<file path="src/rtl/lfr_pkg.sv">
// Shared types and constants for the letter frequency ranker.
// Holds the request/result structs, command codes and the controller command bundle.
// No dependencies.
package lfr_pkg;

  localparam int unsigned NUM_BINS     = 27;
  localparam int unsigned COUNT_WIDTH  = 32;
  localparam int unsigned IDX_W        = $clog2(NUM_BINS);
  localparam int unsigned BIN_INDEX_W  = 5;
  localparam int unsigned BYTE_W       = 8;
  localparam int unsigned OUT_COUNT_W  = 32;
  localparam int unsigned CFG_ADDR_W   = 1;

  localparam logic [BYTE_W-1:0] BASE_LETTER_RST = 8'd65;
  localparam logic [BYTE_W-1:0] EXT_LEAD_RST    = 8'd195;

  typedef enum logic [1:0] {
    CMD_COUNT = 2'd0,
    CMD_CLEAR = 2'd1,
    CMD_RANK  = 2'd2,
    CMD_NONE  = 2'd3
  } command_e;

  typedef enum logic [CFG_ADDR_W-1:0] {
    CFG_BASE_LETTER = 1'b0,
    CFG_EXT_LEAD    = 1'b1
  } cfg_reg_e;

  typedef struct packed {
    logic [1:0]        command;
    logic [BYTE_W-1:0] byte_value;
  } req_t;

  typedef struct packed {
    logic [BIN_INDEX_W-1:0] bin_index;
    logic [BYTE_W-1:0]      letter_code;
    logic [OUT_COUNT_W-1:0] bin_count;
    logic                   last_of_run;
  } rsp_t;

  // Controller to datapath command bundle.
  typedef struct packed {
    logic             count_en;
    logic             clear_en;
    logic             rank_init;
    logic             scan_en;
    logic [IDX_W-1:0] scan_idx;
    logic             scan_first;
    logic             scan_last;
    logic             run_last;
  } ctrl_cmd_t;

endpackage

</file>
<file path="src/rtl/lfr_ctrl.sv">
// Controller for the letter frequency ranker: accepts requests and sequences the rank scan.
// Depends on lfr_pkg.
module lfr_ctrl (
  input  logic              clk_i,
  input  logic              rst_ni,
  input  logic              start,
  output logic              busy,
  input  logic [1:0]        command_i,
  output lfr_pkg::ctrl_cmd_t cmd_o
);
  import lfr_pkg::*;

  typedef enum logic [1:0] {
    ST_IDLE = 2'b01,
    ST_SCAN = 2'b10
  } state_e;

  localparam logic [IDX_W-1:0] LAST_IDX = IDX_W'(NUM_BINS - 1);

  state_e           state_q, state_d;
  logic [IDX_W-1:0] scan_idx_q, scan_idx_d;
  logic [IDX_W-1:0] run_idx_q, run_idx_d;
  logic             accept;

  assign busy   = (state_q == ST_SCAN);
  assign accept = start && !busy;

  always_comb begin
    state_d    = state_q;
    scan_idx_d = scan_idx_q;
    run_idx_d  = run_idx_q;

    cmd_o            = '0;
    cmd_o.scan_idx   = scan_idx_q;
    cmd_o.scan_first = (scan_idx_q == '0);
    cmd_o.scan_last  = (scan_idx_q == LAST_IDX);
    cmd_o.run_last   = (run_idx_q == LAST_IDX);

    case (state_q)
      ST_IDLE: begin
        if (accept) begin
          case (command_i)
            CMD_COUNT: cmd_o.count_en = 1'b1;
            CMD_CLEAR: cmd_o.clear_en = 1'b1;
            CMD_RANK: begin
              cmd_o.rank_init = 1'b1;
              scan_idx_d      = '0;
              run_idx_d       = '0;
              state_d         = ST_SCAN;
            end
            default: ;
          endcase
        end
      end
      ST_SCAN: begin
        cmd_o.scan_en = 1'b1;
        if (scan_idx_q == LAST_IDX) begin
          // one bin picked: restart the scan for the next result
          scan_idx_d = '0;
          run_idx_d  = run_idx_q + 1'b1;
          if (run_idx_q == LAST_IDX) begin
            state_d = ST_IDLE;
          end
        end else begin
          scan_idx_d = scan_idx_q + 1'b1;
        end
      end
      default: state_d = ST_IDLE;
    endcase
  end

  always_ff @(posedge clk_i or negedge rst_ni) begin
    if (!rst_ni) begin
      state_q    <= ST_IDLE;
      scan_idx_q <= '0;
      run_idx_q  <= '0;
    end else begin
      state_q    <= state_d;
      scan_idx_q <= scan_idx_d;
      run_idx_q  <= run_idx_d;
    end
  end

endmodule

</file>
<file path="src/rtl/lfr_datapath.sv">
// Datapath for the letter frequency ranker: config registers, bin counters,
// ranked flags, running best-bin search and the result register. Depends on lfr_pkg.
module lfr_datapath (
  input  logic                          clk_i,
  input  logic                          rst_ni,
  input  lfr_pkg::ctrl_cmd_t            cmd_i,
  input  logic [lfr_pkg::BYTE_W-1:0]    byte_value_i,
  input  logic                          cfg_we_i,
  input  logic [lfr_pkg::CFG_ADDR_W-1:0] cfg_addr_i,
  input  logic [lfr_pkg::BYTE_W-1:0]    cfg_wdata_i,
  output logic                          rsp_valid_o,
  output lfr_pkg::rsp_t                 rsp_o
);
  import lfr_pkg::*;

  localparam logic [COUNT_WIDTH-1:0] COUNT_MAX = '1;

  logic [BYTE_W-1:0]      base_letter_q, ext_lead_q;
  logic [COUNT_WIDTH-1:0] cnt_q [NUM_BINS];
  logic [COUNT_WIDTH-1:0] cnt_d [NUM_BINS];
  logic [NUM_BINS-1:0]    ranked_q, ranked_d;

  logic [BYTE_W-1:0]      offset;
  logic                   hit_valid;
  logic [IDX_W-1:0]       hit_idx;

  logic [IDX_W-1:0]       best_idx_q, best_idx_d;
  logic [COUNT_WIDTH-1:0] best_cnt_q, best_cnt_d;
  logic                   have_q, have_d;
  logic [COUNT_WIDTH-1:0] scan_cnt;
  logic                   have_now, take;

  logic                   rsp_valid_q, rsp_valid_d;
  rsp_t                   rsp_q, rsp_d;

  // Config registers.
  always_ff @(posedge clk_i or negedge rst_ni) begin
    if (!rst_ni) begin
      base_letter_q <= BASE_LETTER_RST;
      ext_lead_q    <= EXT_LEAD_RST;
    end else if (cfg_we_i) begin
      case (cfg_addr_i)
        CFG_BASE_LETTER: base_letter_q <= cfg_wdata_i;
        CFG_EXT_LEAD:    ext_lead_q    <= cfg_wdata_i;
        default: ;
      endcase
    end
  end

  // Bin decode: the lead byte wins over the letter range.
  assign offset = byte_value_i - base_letter_q;
  always_comb begin
    if (byte_value_i == ext_lead_q) begin
      hit_valid = 1'b1;
      hit_idx   = IDX_W'(NUM_BINS - 1);
    end else begin
      hit_valid = (32'(offset) < NUM_BINS);
      hit_idx   = IDX_W'(offset);
    end
  end

  // Per-bin saturating counters.
  always_comb begin
    for (int i = 0; i < NUM_BINS; i++) begin
      cnt_d[i] = cnt_q[i];
      if (cmd_i.clear_en) begin
        cnt_d[i] = '0;
      end else if (cmd_i.count_en && hit_valid && (hit_idx == IDX_W'(i))
                   && (cnt_q[i] != COUNT_MAX)) begin
        cnt_d[i] = cnt_q[i] + 1'b1;
      end
    end
  end

  // Running search for the largest unranked count; strict compare keeps the lower index on ties.
  assign scan_cnt = cnt_q[cmd_i.scan_idx];
  assign have_now = cmd_i.scan_first ? 1'b0 : have_q;
  assign take     = !ranked_q[cmd_i.scan_idx] && (!have_now || (scan_cnt > best_cnt_q));

  always_comb begin
    best_idx_d  = best_idx_q;
    best_cnt_d  = best_cnt_q;
    have_d      = have_q;
    ranked_d    = ranked_q;
    rsp_valid_d = 1'b0;
    rsp_d       = rsp_q;

    if (cmd_i.rank_init) begin
      ranked_d = '0;
    end

    if (cmd_i.scan_en) begin
      have_d = have_now || take;
      if (take) begin
        best_idx_d = cmd_i.scan_idx;
        best_cnt_d = scan_cnt;
      end
      if (cmd_i.scan_last) begin
        ranked_d[best_idx_d] = 1'b1;
        rsp_valid_d          = 1'b1;
        rsp_d.bin_index      = BIN_INDEX_W'(best_idx_d);
        rsp_d.letter_code    = BYTE_W'(best_idx_d) + base_letter_q;
        rsp_d.bin_count      = OUT_COUNT_W'(best_cnt_d);
        rsp_d.last_of_run    = cmd_i.run_last;
      end
    end
  end

  always_ff @(posedge clk_i or negedge rst_ni) begin
    if (!rst_ni) begin
      for (int i = 0; i < NUM_BINS; i++) begin
        cnt_q[i] <= '0;
      end
      ranked_q    <= '0;
      have_q      <= 1'b0;
      rsp_valid_q <= 1'b0;
    end else begin
      for (int i = 0; i < NUM_BINS; i++) begin
        cnt_q[i] <= cnt_d[i];
      end
      ranked_q    <= ranked_d;
      have_q      <= have_d;
      rsp_valid_q <= rsp_valid_d;
    end
  end

  always_ff @(posedge clk_i) begin
    best_idx_q <= best_idx_d;
    best_cnt_q <= best_cnt_d;
    rsp_q      <= rsp_d;
  end

  assign rsp_valid_o = rsp_valid_q;
  assign rsp_o       = rsp_q;

endmodule

</file>
<file path="src/rtl/letter_frequency_ranker.sv">
// Top level of the letter frequency ranker: controller plus datapath.
// Depends on lfr_pkg, lfr_ctrl and lfr_datapath.
//
// Usage:
//   Request channel: a request (command, byte_value) is taken at a rising edge
//   with start high and busy low.
//     Count request: counts byte_value into its letter bin, so a byte stream
//     may be fed at one byte per clock while busy is low.
//     Clear request: zeroes every bin.
//     Rank request: raises busy and emits all bins in descending count order,
//     ties to the lower bin index. Each result is found by a scan that reads
//     one bin per cycle through the counter read mux. busy drops as the last
//     result is registered.
//   Result channel: rsp_valid_o is a one-cycle strobe with rsp_o; the receiver
//   cannot stall it. last_of_run marks the final bin.
//   Config channel: cfg_ready_o is always high; write only while idle.
//   Reset: all counts zero, base letter 65, extended lead byte 195.
module letter_frequency_ranker (
  input  logic                           clk_i,
  input  logic                           rst_ni,
  input  logic                           start,
  output logic                           busy,
  input  lfr_pkg::req_t                  req_i,
  output logic                           rsp_valid_o,
  output lfr_pkg::rsp_t                  rsp_o,
  input  logic                           cfg_valid_i,
  output logic                           cfg_ready_o,
  input  logic [lfr_pkg::CFG_ADDR_W-1:0] cfg_addr_i,
  input  logic [lfr_pkg::BYTE_W-1:0]     cfg_wdata_i
);
  import lfr_pkg::*;

  ctrl_cmd_t cmd;

  // Config writes go straight into the config registers, so never hold them off.
  assign cfg_ready_o = 1'b1;

  lfr_ctrl u_ctrl (
    .clk_i     (clk_i),
    .rst_ni    (rst_ni),
    .start     (start),
    .busy      (busy),
    .command_i (req_i.command),
    .cmd_o     (cmd)
  );

  lfr_datapath u_datapath (
    .clk_i        (clk_i),
    .rst_ni       (rst_ni),
    .cmd_i        (cmd),
    .byte_value_i (req_i.byte_value),
    .cfg_we_i     (cfg_valid_i && cfg_ready_o),
    .cfg_addr_i   (cfg_addr_i),
    .cfg_wdata_i  (cfg_wdata_i),
    .rsp_valid_o  (rsp_valid_o),
    .rsp_o        (rsp_o)
  );

endmodule
</file>
<file path="config.mk">
export PLATFORM = sky130hd
export DESIGN_NAME = letter_frequency_ranker
export DESIGN_NICKNAME = d
export VERILOG_FILES = /design/src/rtl/lfr_pkg.sv /design/src/rtl/lfr_ctrl.sv /design/src/rtl/lfr_datapath.sv /design/src/rtl/letter_frequency_ranker.sv
export SDC_FILE = /design/constraint.sdc
export NUM_CORES = 2
export LEC_CHECK = 0
export ABC_CLOCK_PERIOD_IN_PS = 10200
export BUFFER_PORTS_ARGS = -buffer_cell sky130_fd_sc_hd__buf_2
export CORE_UTILIZATION = 56
export CTS_BUF_LIST = sky130_fd_sc_hd__clkbuf_2 sky130_fd_sc_hd__clkbuf_4 sky130_fd_sc_hd__clkbuf_8
export DETAILED_ROUTE_END_ITERATION = 10
export PLACE_DENSITY = 0.72
export SYNTH_ARGS = -nofsm -noshare
export SYNTH_HDL_FRONTEND = slang
export SYNTH_SLANG_ARGS = --single-unit
</file>
<file path="constraint.sdc">
create_clock -name clk_i -period 10.2 [get_ports clk_i]
set_clock_uncertainty 0.1 [all_clocks]
set_input_delay 2.04 -clock clk_i [delete_from_list [all_inputs] [get_ports clk_i]]
set_output_delay 2.04 -clock clk_i [all_outputs]
set_load 0.05 [all_outputs]
</file>
# After elaboration in Yosys (flattened, before gate mapping)
# Index checks and enable logic that the tools add are counted.
totals:
  reg_bits: 1004
  out_inout_bits: 49
op_classes:
  addsub: 31
  n_lt_le_gt_ge: 6
  n_eq_ne: 64
  mux: 89
  bitwise_logic: 3
  n_reduce_logical: 100
op_table:
  columns: ["cell", "count"]
  rows:
  - ["two-way mux 32 bit", 57]
  - ["adder 32 x 1 -> 32 bit (second input constant)", 27]
  - ["inequality test 32 bit (second input constant)", 27]
  - ["binary-select mux 32 bit (select 5 bit)", 1]
  - ["two-way mux 27 bit", 3]
  - ["equality test 5 bit (second input constant)", 13]
  - ["logical AND 1 bit", 58]
  - ["nonzero test 2 bit", 28]
  - ["equality test 5 x 4 -> 1 bit (second input constant)", 8]
  - ["two-way mux 5 bit", 7]
  - ["> comparator 32 bit", 1]
  - ["OR 27 bit", 1]
  - ["equality test 5 x 3 -> 1 bit (second input constant)", 4]
  - ["case mux 5 bit (2 select lines)", 2]
  - ["< comparator 5 x 6 -> 1 bit (second input constant)", 2]
  - ["adder 5 x 1 -> 5 bit (second input constant)", 2]
  - ["equality test 5 x 2 -> 1 bit (second input constant)", 2]
  - ["logical NOT 5 bit", 2]
  - ["two-way mux 1 bit", 10]
  - ["adder 5 x 8 -> 8 bit", 1]
  - ["equality test 8 bit", 1]
  - ["< comparator 8 x 5 -> 1 bit (second input constant)", 1]
  - ["two-way mux 2 bit", 4]
  - ["AND reduction 4 bit", 2]
  - ["other kinds (19)", 29]

# Longest topological paths before layout
depth:
  ltp_word: 16
  mapped_depth: 28
  ltp_nobuf: 21

# Cells and area by module
# A second synthesis with hierarchy kept.
unflattened:
  hier_cells: 6383
  area_unflattened_um2: 60780.8
modules_own_cells:
  columns: ["mod", "instances", "cells_per_inst", "area_per_inst_um2", "seq_area_each_um2"]
  rows:
  - ["lfr_datapath", 1, 6303, 60042.6, 25246.7]
  - ["lfr_ctrl", 1, 78, 726.9, 301.5]
  - ["letter_frequency_ranker", 1, 2, 11.3, 0.0]

# Worst setup path after synthesis
# Ideal clock, no wire load.
synth_path:
  path_type: "register to register"
  start: "register u_ctrl.scan_idx_q[0]"
  end: "register u_datapath.rsp_q (netlist bit u_datapath.rsp_o[39]), data pin"
  setup_ns: 0.259
  arrival_time_ns: 6.564
  required_ns: 9.841
  path_slack_ns: 3.277
  stages_incl_launch_ff: 24
  path_buffers: 7
  period_less_slack_ns: 6.923
  cell_sequence: "dfrtp_1 > buf_2 > buf_2 > buf_2 > clkbuf_1 > buf_1 > mux4_2 > mux2i_1 > o221ai_1 > ha_1 > and4_1 > or4bb_1 > nor4_1 > a21oi_1 > o21ai_1 > clkbuf_1 > clkbuf_1 > mux2_2 > ha_1 > a21o_1 > a21oi_1 > nor2b_1 > o21ai_0 > xnor2_1"
synth_between:
  elab_chain_cells: 10
synth_rtl:
  columns: ["element", "line_no", "text"]
  rows:
  - ["start, declared", "lfr_ctrl.sv:21", "logic [IDX_W-1:0] scan_idx_q, scan_idx_d;"]
  - ["start signal, assigned", "lfr_ctrl.sv:79", "scan_idx_q <= scan_idx_d;"]
  - ["NOT 5 -> 6 bit (not written as such)", "lfr_datapath.sv:76", "assign scan_cnt = cnt_q[cmd_i.scan_idx];"]
  - ["binary-select mux 32 bit (select 5 bit)", "lfr_datapath.sv:76", null]
  - ["two-way mux 32 bit (not written as such) (2 in series)", "lfr_datapath.sv:76", null]
  - ["> comparator 32 bit", "lfr_datapath.sv:78", "assign take = !ranked_q[cmd_i.scan_idx] && (!have_now || (scan_cnt > best_cnt_q));"]
  - ["logical OR 1 bit", "lfr_datapath.sv:78", null]
  - ["logical AND 1 bit", "lfr_datapath.sv:78", null]
  - ["two-way mux 5 bit (*)", "lfr_datapath.sv:94", "if (take) begin"]
  - ["two-way mux 5 bit (*)", "lfr_datapath.sv:92", "if (cmd_i.scan_en) begin"]
  - ["adder 5 x 8 -> 8 bit (*)", "lfr_datapath.sv:102", "rsp_d.letter_code = BYTE_W'(best_idx_d) + base_letter_q;"]
  - ["end signal, assigned", "lfr_datapath.sv:130", "rsp_q <= rsp_d;"]
  - ["end, declared", "lfr_datapath.sv:34", "rsp_t rsp_q, rsp_d;"]
# Every way passes the cells marked *; elsewhere a longest branch is shown, timed or not. The select of a mux whose other input is x is not followed.
# A chain may end at the register's enable or synchronous reset.

# Worst setup path in the final report
# Same ends and word-level chain as after synthesis.

==> flow_summary.json <==
{
  "first_pass_iters": 9,
  "tritoncts": "yes",
  "ir_drop_v": 0.0001037,
  "antenna_found_initial": 9,
  "hpwl_um": 139400,
  "syn-num-nets": 6488,
  "cts.htree.levels": 4,
  "yosys.area_share.simple_pct": 25.82,
  "cap_viol_max_count": 0,
  "fin_crit_ps": 7209,
  "rsz0062_at_grt": "no",
  "crit_top_cell": "o21ai_0",
  "synth_xor_area_share_pct": 8.236,
  "tightest_slew_ps": 1216,
  "avgSynthCellArea_um2": 9.405,
  "yosysTopAreaCell": "dfrtp_1",
  "async_flop_share_pct": 91.73,
  "path_max_fanout": 32,
  "synth_edf_count": 83,
  "p_switching_mw": 2.229,
  "slew_headroom_pct": 18.16,
  "yosys_most_used_dff": "dfrtp_1",
  "worstSetupPathType": "reg -> reg",
  "yosysSeqAreaShare_pct": 42.53,
  "slowest_delay_ps": 880,
  "layout.nets": 6442,
  "leakage_nw": 26.80,
  "fp.dieH_um": 329.5,
  "worstPathCellList": "buf_4, mux4_2, and2_1, o21ai_0, o221ai_1, ha_1, nand4_1, or4bb_1, nor4_1, a21oi_1, o21ai_4, o21ai_0, ha_1, fa_1, a21o_1, a21oi_1, nor2b_1, o21ai_0, xnor2_1",
  "cts.clk_slew.worst_paths_ps": 60,
  "crit_slowest_cell": "dfrtp_4",
  "p_int_mw": 6.384,
  "dieArea_um2": 108600,
  "p_sw_share_pct": 25.88,
  "overflow": 0,
  "synth_area_leaders": "dfrtp_1, mux4_2, xnor2_1, nor2_1, edfxtp_1",
  "pwr-share-clk_pct": 46.9,
  "drive_above_1_share_pct": 11.79,
  "total_power_mw": 8.614,
  "drv_slew": 0,
  "synth_top_area_share_pct": 38.08,
  "numCtsBuffers": 175,
  "pwr-share-seq_pct": 47.0,
  "synth_adder_area_share_pct": 1.650,
  "worst-path-buf-inv": 1,
  "grt_pass1_vias": 49024,
  "syn_to_final_growth_pct": 8.854,
  "die_w_um": 329.5,
  "ctsResizeCount": 0,
  "gp_congestion": 0.9947,
  "hold_viol": 0,
  "postCtsSetupBuffers": 0,
  "antenna_left": 0,
  "grt_usage_pct": 36.33,
  "viasPerCell": 6.725,
  "insertion_delay_ps": 890,
  "place_area_um2": 61600,
  "synth_warnings": 0,
  "ys_ff_latch": 1004,
  "synth-compound-area-share_pct": 7.967,
  "drc_errors": 0,
  "synth_top_family_by_area": "simple AND/OR/NAND/NOR gates",
  "finalSetupViolations": 0,
  "synthMuxAreaShare_pct": 10.38,
  "cts_sinks": 1004,
  "critPathLaunchType": "register",
  "grt_pass1_wl_um": 301100,
  "p_per_area_nw_per_um2": 131.7,
  "max_freq_mhz": 138.7,
  "wirelength_um": 196900,
  "yosysMostFrequentCell": "dfrtp_1",
  "synth.distinct_cells": 82,
  "port_buffers": 70,
  "start_util_pct": 56.74,
  "coreArea_um2": 105900,
  "stdcell_area_um2": 65390,
  "worstPathArrival_ps": 7740,
  "cts_root_buffer": "clkbuf_8",
  "cpLargestDelayFamily": "compound AO/OA/AOI/OAI gates",
  "crit_required_ps": 10740,
  "cp-end-kind": "register",
  "status": "completed",
  "pwr-share-comb_pct": 6.0,
  "io_pins": 72,
  "clockBufferDepth": 3,
  "synthTopCellsByCount": "dfrtp_1, nor2_1, nand2_1, nand3_1, xnor2_1",
  "syn-cell-area_um2": 60070,
  "wl_per_cell_um": 25.00,
  "period_share_pct": 70.68,
  "hold_slack_ps": 389.3,
  "drt_iter0_markers": 7139,
  "ctsHoldBuffers": 0,
  "grt_max_degree": 179,
  "synthesis.instances": 6387,
  "vias": 52964,
  "fin_tns_setup_ps": 0,
  "hp-class": "reg -> reg",
  "row_count": 119
}
## path summary, 6_finish.rpt
check | from | end | slack [ps] | depth (start not counted)
worst max-delay path | u_ctrl.scan_idx_q[0]$_DFFE_PN0P_ | u_datapath.rsp_o[39]$_DFFE_PP_ | 2990 | 19
worst min-delay path | u_datapath.ranked_q[21]$_DFF_PN0_ | u_datapath.ranked_q[21]$_DFF_PN0_ | 390 | 2
worst max register to register | u_ctrl.scan_idx_q[0]$_DFFE_PN0P_ | u_datapath.rsp_o[39]$_DFFE_PP_ | 2990 | 19
worst min register to register | u_datapath.ranked_q[21]$_DFF_PN0_ | u_datapath.ranked_q[21]$_DFF_PN0_ | 390 | 2
max in group asynchronous | rst_ni | u_datapath.cnt_q[642]$_DFFE_PN0P_ | 6640 | 3
min in group asynchronous | rst_ni | u_datapath.cnt_q[21]$_DFFE_PN0P_ | 1140 | 1
## routing by layer
| layer | share of wire, % | track usage [%] |
|---|---|---|
| met3 | 11 | 7.780 |
| met2 | 44 | 53.75 |
| met5 | 0.0066 | 0 |
| met4 | 4.1 | 14.95 |
| met1 | 41 | 51.91 |
## final cells by class
class	instances	area, µm²
diodes	7	17.52
clock buffers	261	3298
clock inverters	53	470.5
fillers	8772	40470
inverters	168	630.6
multi-input cells	4844	32560
flip-flops and latches	1004	25560
well taps	1391	1740
repair buffers	148	1109
## sequential cells by signal, summed over array words and instances, names as in the netlist, 2 cells and up
signal                    cells
u_datapath.best_cnt_q        32
u_datapath.ranked_q          27
u_ctrl.run_idx_q              5
u_datapath.best_idx_q         5
u_datapath.ext_lead_q         8
u_ctrl.state_q                2
u_datapath.cnt_q            864
u_datapath.rsp_o             46
u_ctrl.scan_idx_q             5
u_datapath.base_letter_q      8
## power groups by stage
stage	sequential, mW	combinational, mW	clock (mW)
6_report	4.05	0.521	4.04
5_1_grt	4.05	0.541	4.25
4_1_cts	4.05	0.504	4.08
3_5_place_dp	4.12	0.501	0
3_3_place_gp	4.12	0.498	0
2_1_floorplan	4.12	0.202	0
## layout by cell type, fill, tap and decap left out, types with 14 or more instances in the layout
cell	count
mux4_2	210
a211oi_1	23
buf_2	69
mux2_2	32
o221ai_1	19
o31ai_1	55
a31oi_1	19
edfxtp_1	83
clkbuf_8	214
clkbuf_4	47
ha_1	76
or4_1	90
a22o_1	17
and4_1	90
xnor2_1	357
o21ai_0	232
mux2i_1	112
nand4_1	324
or2_2	14
o211ai_1	30
nor4_1	149
and3_1	144
and2_1	85
dfrtp_1	910
xor2_1	206
a211o_1	14
a31o_2	19
nor2_1	801
clkinv_2	25
or3_1	167
buf_4	65
nand2_1	463
inv_1	166
a21oi_1	313
nand3_1	385
nand2b_1	46
nor3_1	224
## kinds of logic (layout without fill, tap and decap cells)
group           count (synthesis)  count (layout)
simple gates                 3039            3039
compound gates                806             806
mux                           356             356
buf+inv                       539             630
flops                        1004            1004
fa+ha+maj                      78              78
xor+xnor                      564             564
other cells                     1               8
## tightest hold or removal path: cells and delay by family, from the launching register on
family	cells	cell delay [ps]
flops	1	340
compound gates	1	60
simple gates	1	50
## metrics by stage
stage                     util, %  setup slack (ps)  instances
after floorplan                 -              3277       6387
after global placement      58.19              3141       7555
after detailed placement    58.19              3021       7555
after CTS                   61.75              3042       7869
after global routing        61.75              2648       7870
final                       61.77              2991       7876
Power figures use the tool's default switching activity.
